===== src/rtl/core/bqlpf_pkg.sv =====
// Shared types, widths and helpers for the biquad low-pass filter.
// Depends on nothing; imported by the filter core and its checker.
package bqlpf_pkg;

    // Sample and coefficient formats
    localparam int SAMPLE_W       = 16;
    localparam int COEF_FRAC_BITS = 16;
    localparam int COEF_W         = 20;
    localparam int DELAY_W        = 40;

    // Shared multiplier: coefficient side is one bit wider than a coefficient
    // or than 2^F, so that (2^F - b0) and (b2 - a2) fit without overflow
    localparam int MUL_A_W = ((COEF_W > COEF_FRAC_BITS + 1) ? COEF_W : COEF_FRAC_BITS + 2) + 1;
    localparam int PROD_W  = MUL_A_W + SAMPLE_W;
    localparam int ACC_W   = ((PROD_W > DELAY_W) ? PROD_W : DELAY_W) + 2;

    // Configuration register indexes
    localparam int CFG_IDX_W = 3;
    localparam logic [CFG_IDX_W-1:0] REG_B0 = 3'd0;
    localparam logic [CFG_IDX_W-1:0] REG_B1 = 3'd1;
    localparam logic [CFG_IDX_W-1:0] REG_B2 = 3'd2;
    localparam logic [CFG_IDX_W-1:0] REG_A1 = 3'd3;
    localparam logic [CFG_IDX_W-1:0] REG_A2 = 3'd4;

    // Request actions
    localparam logic ACT_FILTER = 1'b0;
    localparam logic ACT_PRESET = 1'b1;

    // Sequencer states: F* filter steps, P* preset steps
    typedef enum logic [3:0] {
        ST_IDLE,
        ST_F0, ST_F1, ST_F2, ST_F3, ST_F4, ST_F5, ST_F6,
        ST_P0, ST_P1, ST_P2
    } t_state;

    // Saturate an accumulator value to the delay width
    function automatic logic signed [DELAY_W-1:0] sat_delay(input logic signed [ACC_W-1:0] v);
        logic [ACC_W-DELAY_W:0] top;
        top = v[ACC_W-1:DELAY_W-1];
        if ((&top) || !(|top)) begin
            return v[DELAY_W-1:0];
        end else if (v[ACC_W-1]) begin
            return {1'b1, {(DELAY_W-1){1'b0}}};
        end else begin
            return {1'b0, {(DELAY_W-1){1'b1}}};
        end
    endfunction

    // Drop the fraction (rounding offset already added), then saturate to a sample
    function automatic logic signed [SAMPLE_W-1:0] sat_sample(input logic signed [ACC_W-1:0] v);
        logic signed [ACC_W-1:0]  sh;
        logic [ACC_W-SAMPLE_W:0]  top;
        sh  = v >>> COEF_FRAC_BITS;
        top = sh[ACC_W-1:SAMPLE_W-1];
        if ((&top) || !(|top)) begin
            return sh[SAMPLE_W-1:0];
        end else if (sh[ACC_W-1]) begin
            return {1'b1, {(SAMPLE_W-1){1'b0}}};
        end else begin
            return {1'b0, {(SAMPLE_W-1){1'b1}}};
        end
    endfunction

endpackage


===== src/rtl/core/biquad_lowpass_filter.sv =====
// A filter request runs the steps F0 to F6 and a preset the steps P0 to P2; a new request
// is accepted only in idle, once the last one is through. The five products of a filter step
// all pass through one registered 21x16 multiplier, one per cycle.
// The last step waits while a previous output is still held on the output stage.
// Reset (synchronous, active low) clears the delay state, sets b0 to 1.0 and others to 0.
// Biquad section core; uses bqlpf_pkg.
module biquad_lowpass_filter
    import bqlpf_pkg::*;
(
    input  logic                   i_clk,
    input  logic                   i_rst_n,
    // Request stream
    input  logic                   i_s_axis_tvalid,
    output logic                   o_s_axis_tready,
    input  logic [SAMPLE_W-1:0]    i_s_axis_tdata,   // [15:0] sample_in
    input  logic                   i_s_axis_tuser,   // [0] action
    // Result stream
    output logic                   o_m_axis_tvalid,
    input  logic                   i_m_axis_tready,
    output logic [SAMPLE_W-1:0]    o_m_axis_tdata,   // [15:0] sample_out
    // Coefficient write port
    input  logic                   i_cfg_valid,
    output logic                   o_cfg_ready,
    input  logic [CFG_IDX_W-1:0]   i_cfg_index,
    input  logic [COEF_W-1:0]      i_cfg_data
);

    localparam logic signed [MUL_A_W-1:0] MUL_ONE =
        {{(MUL_A_W-1){1'b0}}, 1'b1} << COEF_FRAC_BITS;
    localparam logic signed [ACC_W-1:0] ACC_HALF =
        {{(ACC_W-1){1'b0}}, 1'b1} << (COEF_FRAC_BITS - 1);
    localparam logic signed [COEF_W-1:0] B0_RESET =
        {{(COEF_W-1){1'b0}}, 1'b1} << COEF_FRAC_BITS;

    t_state r_state, n_state;

    logic signed [COEF_W-1:0]   r_b0, r_b1, r_b2, r_a1, r_a2;
    logic signed [DELAY_W-1:0]  r_d1, r_d2;
    logic signed [SAMPLE_W-1:0] r_x, r_y;
    logic signed [PROD_W-1:0]   r_prod;
    logic signed [ACC_W-1:0]    r_acc;
    logic                       r_out_valid;
    logic [SAMPLE_W-1:0]        r_out_data;

    logic                       w_accept;
    logic                       w_out_free;
    logic signed [MUL_A_W-1:0]  w_mul_a;
    logic signed [SAMPLE_W-1:0] w_mul_b;
    logic signed [PROD_W-1:0]   w_prod;
    logic signed [ACC_W-1:0]    w_prod_ext, w_d1_ext, w_d2_ext;

    // Sign-extend a coefficient to the multiplier width
    function automatic logic signed [MUL_A_W-1:0] ext_coef(input logic signed [COEF_W-1:0] c);
        return {{(MUL_A_W-COEF_W){c[COEF_W-1]}}, c};
    endfunction

    assign w_accept   = i_s_axis_tvalid && o_s_axis_tready;
    assign w_out_free = !r_out_valid || i_m_axis_tready;
    assign w_prod_ext = {{(ACC_W-PROD_W){r_prod[PROD_W-1]}}, r_prod};
    assign w_d1_ext   = {{(ACC_W-DELAY_W){r_d1[DELAY_W-1]}}, r_d1};
    assign w_d2_ext   = {{(ACC_W-DELAY_W){r_d2[DELAY_W-1]}}, r_d2};
    assign w_prod     = w_mul_a * w_mul_b;

    // Next state of the sequencer
    always_comb begin
        n_state = r_state;
        unique case (r_state)
            ST_IDLE: begin
                if (w_accept) begin
                    n_state = (i_s_axis_tuser == ACT_PRESET) ? ST_P0 : ST_F0;
                end
            end
            ST_F0: n_state = ST_F1;
            ST_F1: n_state = ST_F2;
            ST_F2: n_state = ST_F3;
            ST_F3: n_state = ST_F4;
            ST_F4: n_state = ST_F5;
            ST_F5: n_state = ST_F6;
            ST_F6: n_state = w_out_free ? ST_IDLE : ST_F6;
            ST_P0: n_state = ST_P1;
            ST_P1: n_state = ST_P2;
            ST_P2: n_state = w_out_free ? ST_IDLE : ST_P2;
            default: n_state = ST_IDLE;
        endcase
    end

    // Multiplier operand selection per step; the last step repeats the
    // previous product so a stalled output keeps it in the product register
    always_comb begin
        w_mul_a = ext_coef(r_b0);
        w_mul_b = r_x;
        unique case (r_state)
            ST_F0: begin
                w_mul_a = ext_coef(r_b0);
                w_mul_b = r_x;
            end
            ST_F2: begin
                w_mul_a = ext_coef(r_b1);
                w_mul_b = r_x;
            end
            ST_F3: begin
                w_mul_a = ext_coef(r_a1);
                w_mul_b = r_y;
            end
            ST_F4: begin
                w_mul_a = ext_coef(r_b2);
                w_mul_b = r_x;
            end
            ST_F5: begin
                w_mul_a = ext_coef(r_a2);
                w_mul_b = r_y;
            end
            ST_F6: begin
                w_mul_a = ext_coef(r_a2);
                w_mul_b = r_y;
            end
            ST_P0: begin
                w_mul_a = MUL_ONE - ext_coef(r_b0);
                w_mul_b = r_x;
            end
            ST_P1: begin
                w_mul_a = ext_coef(r_b2) - ext_coef(r_a2);
                w_mul_b = r_x;
            end
            ST_P2: begin
                w_mul_a = ext_coef(r_b2) - ext_coef(r_a2);
                w_mul_b = r_x;
            end
            default: begin
                w_mul_a = ext_coef(r_b0);
                w_mul_b = r_x;
            end
        endcase
    end

    // State register
    always_ff @(posedge i_clk) begin
        if (!i_rst_n) begin
            r_state <= ST_IDLE;
        end else begin
            r_state <= n_state;
        end
    end

    // Coefficient registers
    always_ff @(posedge i_clk) begin
        if (!i_rst_n) begin
            r_b0 <= B0_RESET;
            r_b1 <= '0;
            r_b2 <= '0;
            r_a1 <= '0;
            r_a2 <= '0;
        end else if (i_cfg_valid) begin
            unique case (i_cfg_index)
                REG_B0:  r_b0 <= i_cfg_data;
                REG_B1:  r_b1 <= i_cfg_data;
                REG_B2:  r_b2 <= i_cfg_data;
                REG_A1:  r_a1 <= i_cfg_data;
                REG_A2:  r_a2 <= i_cfg_data;
                default: ;
            endcase
        end
    end

    // Delay state: write d1 in the next-to-last step and d2 in the last step of each sequence
    always_ff @(posedge i_clk) begin
        if (!i_rst_n) begin
            r_d1 <= '0;
            r_d2 <= '0;
        end else begin
            case (r_state)
                ST_F5: r_d1 <= sat_delay(r_acc);
                ST_F6: begin
                    if (w_out_free) begin
                        r_d2 <= sat_delay(r_acc - w_prod_ext);
                    end
                end
                ST_P1: r_d1 <= sat_delay(w_prod_ext);
                ST_P2: begin
                    if (w_out_free) begin
                        r_d2 <= sat_delay(w_prod_ext);
                    end
                end
                default: ;
            endcase
        end
    end

    // Datapath: capture sample, multiply, accumulate
    always_ff @(posedge i_clk) begin
        r_prod <= w_prod;
        if (w_accept) begin
            r_x <= i_s_axis_tdata;
        end
        case (r_state)
            ST_F1: r_acc <= w_prod_ext + w_d1_ext + ACC_HALF;
            ST_F2: r_y   <= sat_sample(r_acc);
            ST_F3: r_acc <= w_prod_ext + w_d2_ext;
            ST_F4: r_acc <= r_acc - w_prod_ext;
            ST_F5: r_acc <= w_prod_ext;
            default: ;
        endcase
    end

    // Output stage: hold until taken
    always_ff @(posedge i_clk) begin
        if (!i_rst_n) begin
            r_out_valid <= 1'b0;
        end else if ((r_state == ST_F6 || r_state == ST_P2) && w_out_free) begin
            r_out_valid <= 1'b1;
        end else if (i_m_axis_tready) begin
            r_out_valid <= 1'b0;
        end
    end

    always_ff @(posedge i_clk) begin
        if (w_out_free) begin
            if (r_state == ST_F6) begin
                r_out_data <= r_y;
            end else if (r_state == ST_P2) begin
                r_out_data <= r_x;
            end
        end
    end

    assign o_s_axis_tready = (r_state == ST_IDLE);
    assign o_m_axis_tvalid = r_out_valid;
    assign o_m_axis_tdata  = r_out_data;
    assign o_cfg_ready     = 1'b1;

endmodule


===== config.mk =====
export PLATFORM = sky130hd
export DESIGN_NAME = biquad_lowpass_filter
export DESIGN_NICKNAME = d
export VERILOG_FILES = /design/src/rtl/core/bqlpf_pkg.sv /design/src/rtl/core/biquad_lowpass_filter.sv
export SDC_FILE = /design/constraint.sdc
export NUM_CORES = 2
export LEC_CHECK = 0
export ABC_AREA = 0
export BUFFER_PORTS_ARGS = -buffer_cell sky130_fd_sc_hd__buf_4
export CAP_MARGIN = 20
export CORE_MARGIN = 3
export CORE_UTILIZATION = 35
export CTS_CLUSTER_DIAMETER = 80
export DETAILED_ROUTE_END_ITERATION = 10
export GPL_ROUTABILITY_DRIVEN = 0
export SETUP_SLACK_MARGIN = 0.02
export SYNTH_ARGS = -nofsm -noshare
export SYNTH_HDL_FRONTEND = slang
export SYNTH_SLANG_ARGS = --single-unit
export TNS_END_PERCENT = 20

===== constraint.sdc =====
create_clock -name i_clk -period 8.3 [get_ports i_clk]
set_input_delay 1.66 -clock i_clk [delete_from_list [all_inputs] [get_ports i_clk]]
set_output_delay 1.66 -clock i_clk [all_outputs]
set_load 0.01 [all_outputs]

# [Word-level counts from Yosys, hierarchy flattened]
# Index checks and enable logic that the tools add are counted.
[classes] n_addsub=6 multipliers=1 eq_ne=17 mux=22 n_reduce_logical=33
[op_table] op="40-bit 2-to-1 mux" n=6
[op_table] op="42-bit one-hot mux with 4 select lines" n=1
[op_table] op="40-bit one-hot mux with 2 select lines" n=2
[op_table] op="21-bit one-hot mux with 6 select lines" n=1
[op_table] op="37-bit by 40-bit adder with 41-bit output" n=2
[op_table] op="16-bit 2-to-1 mux" n=5
[op_table] op="4-bit one-hot mux with 11 select lines" n=1
[op_table] op="41-bit by 17-bit adder with 42-bit output, second input constant" n=1
[op_table] op="42-bit by 37-bit subtractor with 42-bit output" n=1
[op_table] op="21-bit by 16-bit multiplier with 37-bit output" n=1
[op_table] op="18-bit by 20-bit subtractor with 21-bit output, first input constant" n=1
[op_table] op="20-bit by 20-bit subtractor with 21-bit output" n=1
[op_table] op="4-bit by 3-bit equality test with 1-bit output, second input constant" n=4
[op_table] op="4-bit equality test, second input constant" n=3
[op_table] op="4-bit 2-to-1 mux" n=3
[op_table] op="2-bit AND reduction" n=6
[op_table] op="11-bit AND reduction" n=1
[op_table] op="11-bit OR reduction" n=1
[op_table] op="3-bit AND reduction" n=3
[op_table] op="3-bit OR reduction" n=3
[op_table] op="4-bit by 2-bit equality test with 1-bit output, second input constant" n=2
[op_table] op="3-bit by 2-bit equality test with 1-bit output, second input constant" n=2
[op_table] op="2-bit nonzero test" n=3
[op_table] op="1-bit logical OR" n=5
[op_table] op="other kinds (13)" n=20
[totals] regBits=312

# [Depth between registers and ports, before layout]
[depth] word_depth=7 mapped_depth=36 mapped_depth_nobuf=35

# [Least setup slack after synthesis]
# No wires, ideal clock.
[synth_path] path_kind="reg-to-reg" from="reg r_state[0]" to="reg r_prod[36]" setup_time_ns=0.072 arrival_time_ns=8.374 setup_slack_ns=-0.146 stages_incl_launch_ff=31 n_path_buf=4 synth_period_minus_slack_ns=8.446 path_cell_list="dfxtp_1 clkbuf_1 nand2_1 nor3_1 clkbuf_1 clkbuf_1 a22oi_1 o311ai_0 a211oi_1 clkbuf_1 or2_2 fa_1 fa_1 inv_1 fa_1 fa_1 fa_1 inv_1 fa_1 inv_1 ha_1 a21o_1 a21o_1 a221oi_1 o21ai_1 a2111oi_0 nor3_1 a2111oi_2 o21bai_1 a21oi_1 xnor2_1"
[synth_between] elab_chain_cells=4 elab_cells_between_ends=14 classes_between="mul (1); eq/ne (8); mux (2); reduce/logical (3)"
[synth_lines] element="start, declared" line="biquad_lowpass_filter.sv:35" rtl="t_state r_state, n_state;"
[synth_lines] element="start signal, assigned" line="biquad_lowpass_filter.sv:141" rtl="r_state <= n_state;"
[synth_lines] element="4-bit equality test, or another cell as far along"
[synth_lines] element="2-bit OR reduction (no line) or 3-bit OR reduction (tied branches)"
[synth_lines] element="21-bit one-hot mux with 6 select lines or 16-bit 2-to-1 mux (tied branches)" line="biquad_lowpass_filter.sv:92" rtl="unique case (r_state)"
[synth_lines] element="21-bit by 16-bit multiplier with 37-bit output (*)" line="biquad_lowpass_filter.sv:62" rtl="assign w_prod = w_mul_a * w_mul_b;"
[synth_lines] element="via w_prod[36]" line="biquad_lowpass_filter.sv:49" rtl="logic signed [PROD_W-1:0] w_prod;"
[synth_lines] element="end signal, assigned" line="biquad_lowpass_filter.sv:191" rtl="r_prod <= w_prod;"
[synth_lines] element="end, declared" line="biquad_lowpass_filter.sv:40" rtl="logic signed [PROD_W-1:0] r_prod;"
# The timed path passes the listed nets; every way through them passes the cells marked *.
# A chain may end at the register's enable or synchronous reset.

# [Final worst setup path]
[layout_path] from="reg r_b2[0]" to="reg r_prod[36]"
[layout_between] elab_chain_cells=3
[layout_lines] element="start, declared" line="biquad_lowpass_filter.sv:37" rtl="logic signed [COEF_W-1:0] r_b0, r_b1, r_b2, r_a1, r_a2;"
[layout_lines] element="start signal, assigned" line="biquad_lowpass_filter.sv:157" rtl="REG_B2: r_b2 <= i_cfg_data;"
[layout_lines] element="20-bit by 20-bit subtractor with 21-bit output" line="biquad_lowpass_filter.sv:122, biquad_lowpass_filter.sv:126"
[layout_lines] element="21-bit one-hot mux with 6 select lines (*)" line="biquad_lowpass_filter.sv:92"
[layout_lines] element="21-bit by 16-bit multiplier with 37-bit output (*)" line="biquad_lowpass_filter.sv:62"
[layout_lines] element="via w_prod[36]" line="biquad_lowpass_filter.sv:49"
# Marked as above.

==> impl_summary.log <==
[metrics] instance area after placement: 38500 um2
[metrics] clock-pin transition on the worst setup and hold timing paths: 60 ps
[metrics] number of antenna violations at the first check in global routing: 1
[metrics] most frequent CP cell: fa_2
[metrics] met3 wirelength from detailed routing: 8.94 mm
[metrics] H-tree depth: 2
[metrics] max-slew violation total from the final report: 0
[metrics] Crit. End Element: flop
[metrics] number of warnings printed during yosys synthesis: 0
[metrics] sequential element share of the synthesized area: 20.8%
[metrics] number of failing hold endpoints at the final stage: 0
[metrics] failing checks: setup timing
[metrics] hpwl dp: 89.4 mm
[metrics] stage delay of the slowest cell on the critical path: 540 ps
[metrics] Die X: 319 um
[metrics] 1st-pass router iterations: 6
[metrics] number of CTS-inserted buffers: 39
[metrics] core box area: 97000 um2
[metrics] post-route core utilization: 42.0%
[metrics] number of routed nets with antenna violations: 0
[metrics] Max Buffers Root-to-Sink: 3
[metrics] Final Non-Filler Cells: 5681
[metrics] number of rows in the core area: 114
[metrics] effective utilization at floorplan: 35.4%
[metrics] Critical Path Fanout Max: 5
[metrics] number of buffers added to fix hold violations after cts: 0
[metrics] M1 wire length: 49.7 mm
[metrics] post-synthesis cell count: 4070
[metrics] clock tree from TritonCTS: yes
[metrics] pin count of the biggest net entering global routing: 96
[metrics] share of synthesized registers carrying an async set or reset: 0%
[metrics] worst path setup slack after routing: -72.9 ps
[metrics] worst-path cell with the longest stage delay: fa_2
[metrics] final clock period utilization by the worst path: 101%
[metrics] wire length of the first global-routing pass: 181 mm
[metrics] routed vias: 30.7k
[metrics] Boundary Pins: 64
[metrics] setup repair after global routing missed its margin: yes
[metrics] Clock Root Buffer: clkbuf_16
[metrics] commonest non-fill, non-tap cell in the layout: nand2_1
[metrics] nature of the critical path startpoint: flop
[metrics] arrival time at the worst endpoint: 8830 ps
[metrics] count of final setup violators: 3
[metrics] worst setup timing slack at the placement stage: -596 ps
[metrics] signed area change from the synthesized netlist to the final layout: 18.7%
[metrics] status: finished with violations
[metrics] vertical die dimension: 319 um
[metrics] syn_area_per_cell: 8.43 um2
[metrics] Max-Cap Viols: 0
[metrics] critical path type: flop to flop
[metrics] unique cell type count in the Yosys netlist: 97
[metrics] leakage power summed over all cells: 18.3 nW
[metrics] headroom to the max-slew limit: 25.3%
[metrics] global-route congestion overflow total: 0
[metrics] Yosys top cell by area: fa_1
[metrics] vias per cell: 5.41
[metrics] netlist area before placement: 34300 um2
[metrics] worst-case clock skew: 40.8 ps
[metrics] Detailed Route WL: 115 mm
[metrics] DRC violation count after routing: 0
[metrics] highest clock rate: 119 MHz
[metrics] commonest cells after routing, fill and taps aside: nand2_1 (571), inv_1 (447), buf_4 (431)
[metrics] proportion of netlist area held by the largest area contributor: 19.6%
[metrics] fraction of final layout cells with drive strength greater than 1: 16.1%
[metrics] Wirelength per Cell: 20.3 um
[metrics] post-synth net total: 4725
[metrics] Hold Path Class: flop to flop
[metrics] TritonCTS Sinks: 312
[metrics] number of DRC markers in iteration 0: 2520
[metrics] number of buffers inserted by port buffering: 62
[metrics] met2 routed WL: 52.6 mm
[metrics] data required time at the worst endpoint: 8760 ps
[metrics] Overall Global Routing Usage: 22.4%
[metrics] via count of the first global-routing pass: 30.9k
[metrics] nets@finish: 5028
[metrics] max layer used: met4
[metrics] leading cell types by total area after synthesis: fa_1 (20%), dfxtp_1 (13%), ha_1 (10%)
[metrics] number of enable flip-flop cells after synthesis: 90
[metrics] clock latency at the later pin of the worst-skew pair: 610 ps
[metrics] total of flip-flops plus latches after synthesis: 312
[metrics] worst voltage drop across the vdd grid: 0.531 mV
[metrics] power density over cell area: 389 nW/um2
[metrics] count of placed standard cells including taps: 5568
[metrics] Non-Filler Cell Area, Final: 40700 um2
[metrics] die footprint: 102000 um2
[metrics] clock period minus final worst setup slack: 8370 ps
[metrics] predominant post-synthesis flop cell: dfxtp_1
[metrics] slew at the pin closest to its max-slew limit: 1120 ps
[metrics] Power, Total: 15.9 mW
-- where the power goes --
group          internal, mW  switching [mW]  leakage (nW)  total (mW)
registers              1.83           0.288          2.63        2.12
logic                  5.25            6.62          15.0        11.9
clock network          1.10           0.769         0.659        1.86
total                  8.18            7.67          18.3        15.9
-- sequential cells by signal (all words and copies together) (netlist names), 4 cells and up --
register and count:
r_b1 20, r_b0 20, r_x 16, r_state 4, r_d2 40, r_a1 20
r_y 16, r_a2 20, r_b2 20, r_prod 37, o_m_axis_tdata 16, r_acc 42
r_d1 40
-- path summary, 6_finish.rpt --
| kind | startpoint | end | slack [ps] | cells past startpoint |
|---|---|---|---|---|
| hold / removal | r_d2[26] | r_d2[26] | 470 | 2 |
| hold reg to reg | r_d2[26] | r_d2[26] | 470 | 2 |
| setup / recovery | r_b2[0] | r_prod[36] | -70 | 35 |
| setup reg to reg | r_b2[0] | r_prod[36] | -70 | 35 |
-- critical path, delay by kind of cell (launching register included) --
family | cells | cell delay, ps
xor+xnor | 1 | 70
simple gates | 4 | 900
buf+inv | 6 | 520
compound gates | 15 | 2890
flops | 1 | 320
fa+ha+maj | 9 | 3520
-- timing repair --
item                       in CTS  in global routing
gates cloned                    0                  1
pin swaps                      93                 64
setup buffers                  21                 17
gates resized for setup        72                 51
setup endpoints to repair       8                 14
-- final cells by class --
class,instances,area (um2)
fill,9682,56300
multi-input combinational,3102,25300
sequential,312,7150
timing repair buffer,453,3590
inverter,465,1750
tap,1276,1600
clock buffer,49,1050
clock inverter,22,309
antenna,2,5.00
-- per-layer routing --
layer / global-route usage [%] / vias to the layer above
li1: - / 14500
met1: 30.3 / 15000
met2: 37.0 / 1130
met3: 3.56 / 191
met4: 6.82 / 0
met5: 0 / -
-- cells by family (layout without fill, tap and decap cells) --
logic type	Yosys count	count (layout)	synth area share, %
compound gates	1041	1041	20.6
xor+xnor	163	163	4.20
fa+ha+maj	610	610	29.6
buf+inv	656	989	7.38
flops	312	312	20.8
mux	34	34	1.03
other cells	1	3	0.0109
simple gates	1253	1253	16.4
-- cells in the mapped netlist (67+ instances only) --
master      n
a21o_1     87
fa_1      336
clkbuf_1  156
dfxtp_1   222
ha_1      274
o21ai_0   214
xnor2_1    94
nor2_1    320
a21oi_1   217
inv_1     462
nand2_1   576
xor2_1     67
edfxtp_1   90
a21boi_0  103
-- stage by stage --
stage | hold slack, ps | TNS, ps
floorplan | 432 | 0
global placement | 447 | -1740
detailed placement | 455 | -2510
CTS | 468 | -287
global route | 486 | -2370
finish | 465 | -146
Power figures use the tool's default switching activity.
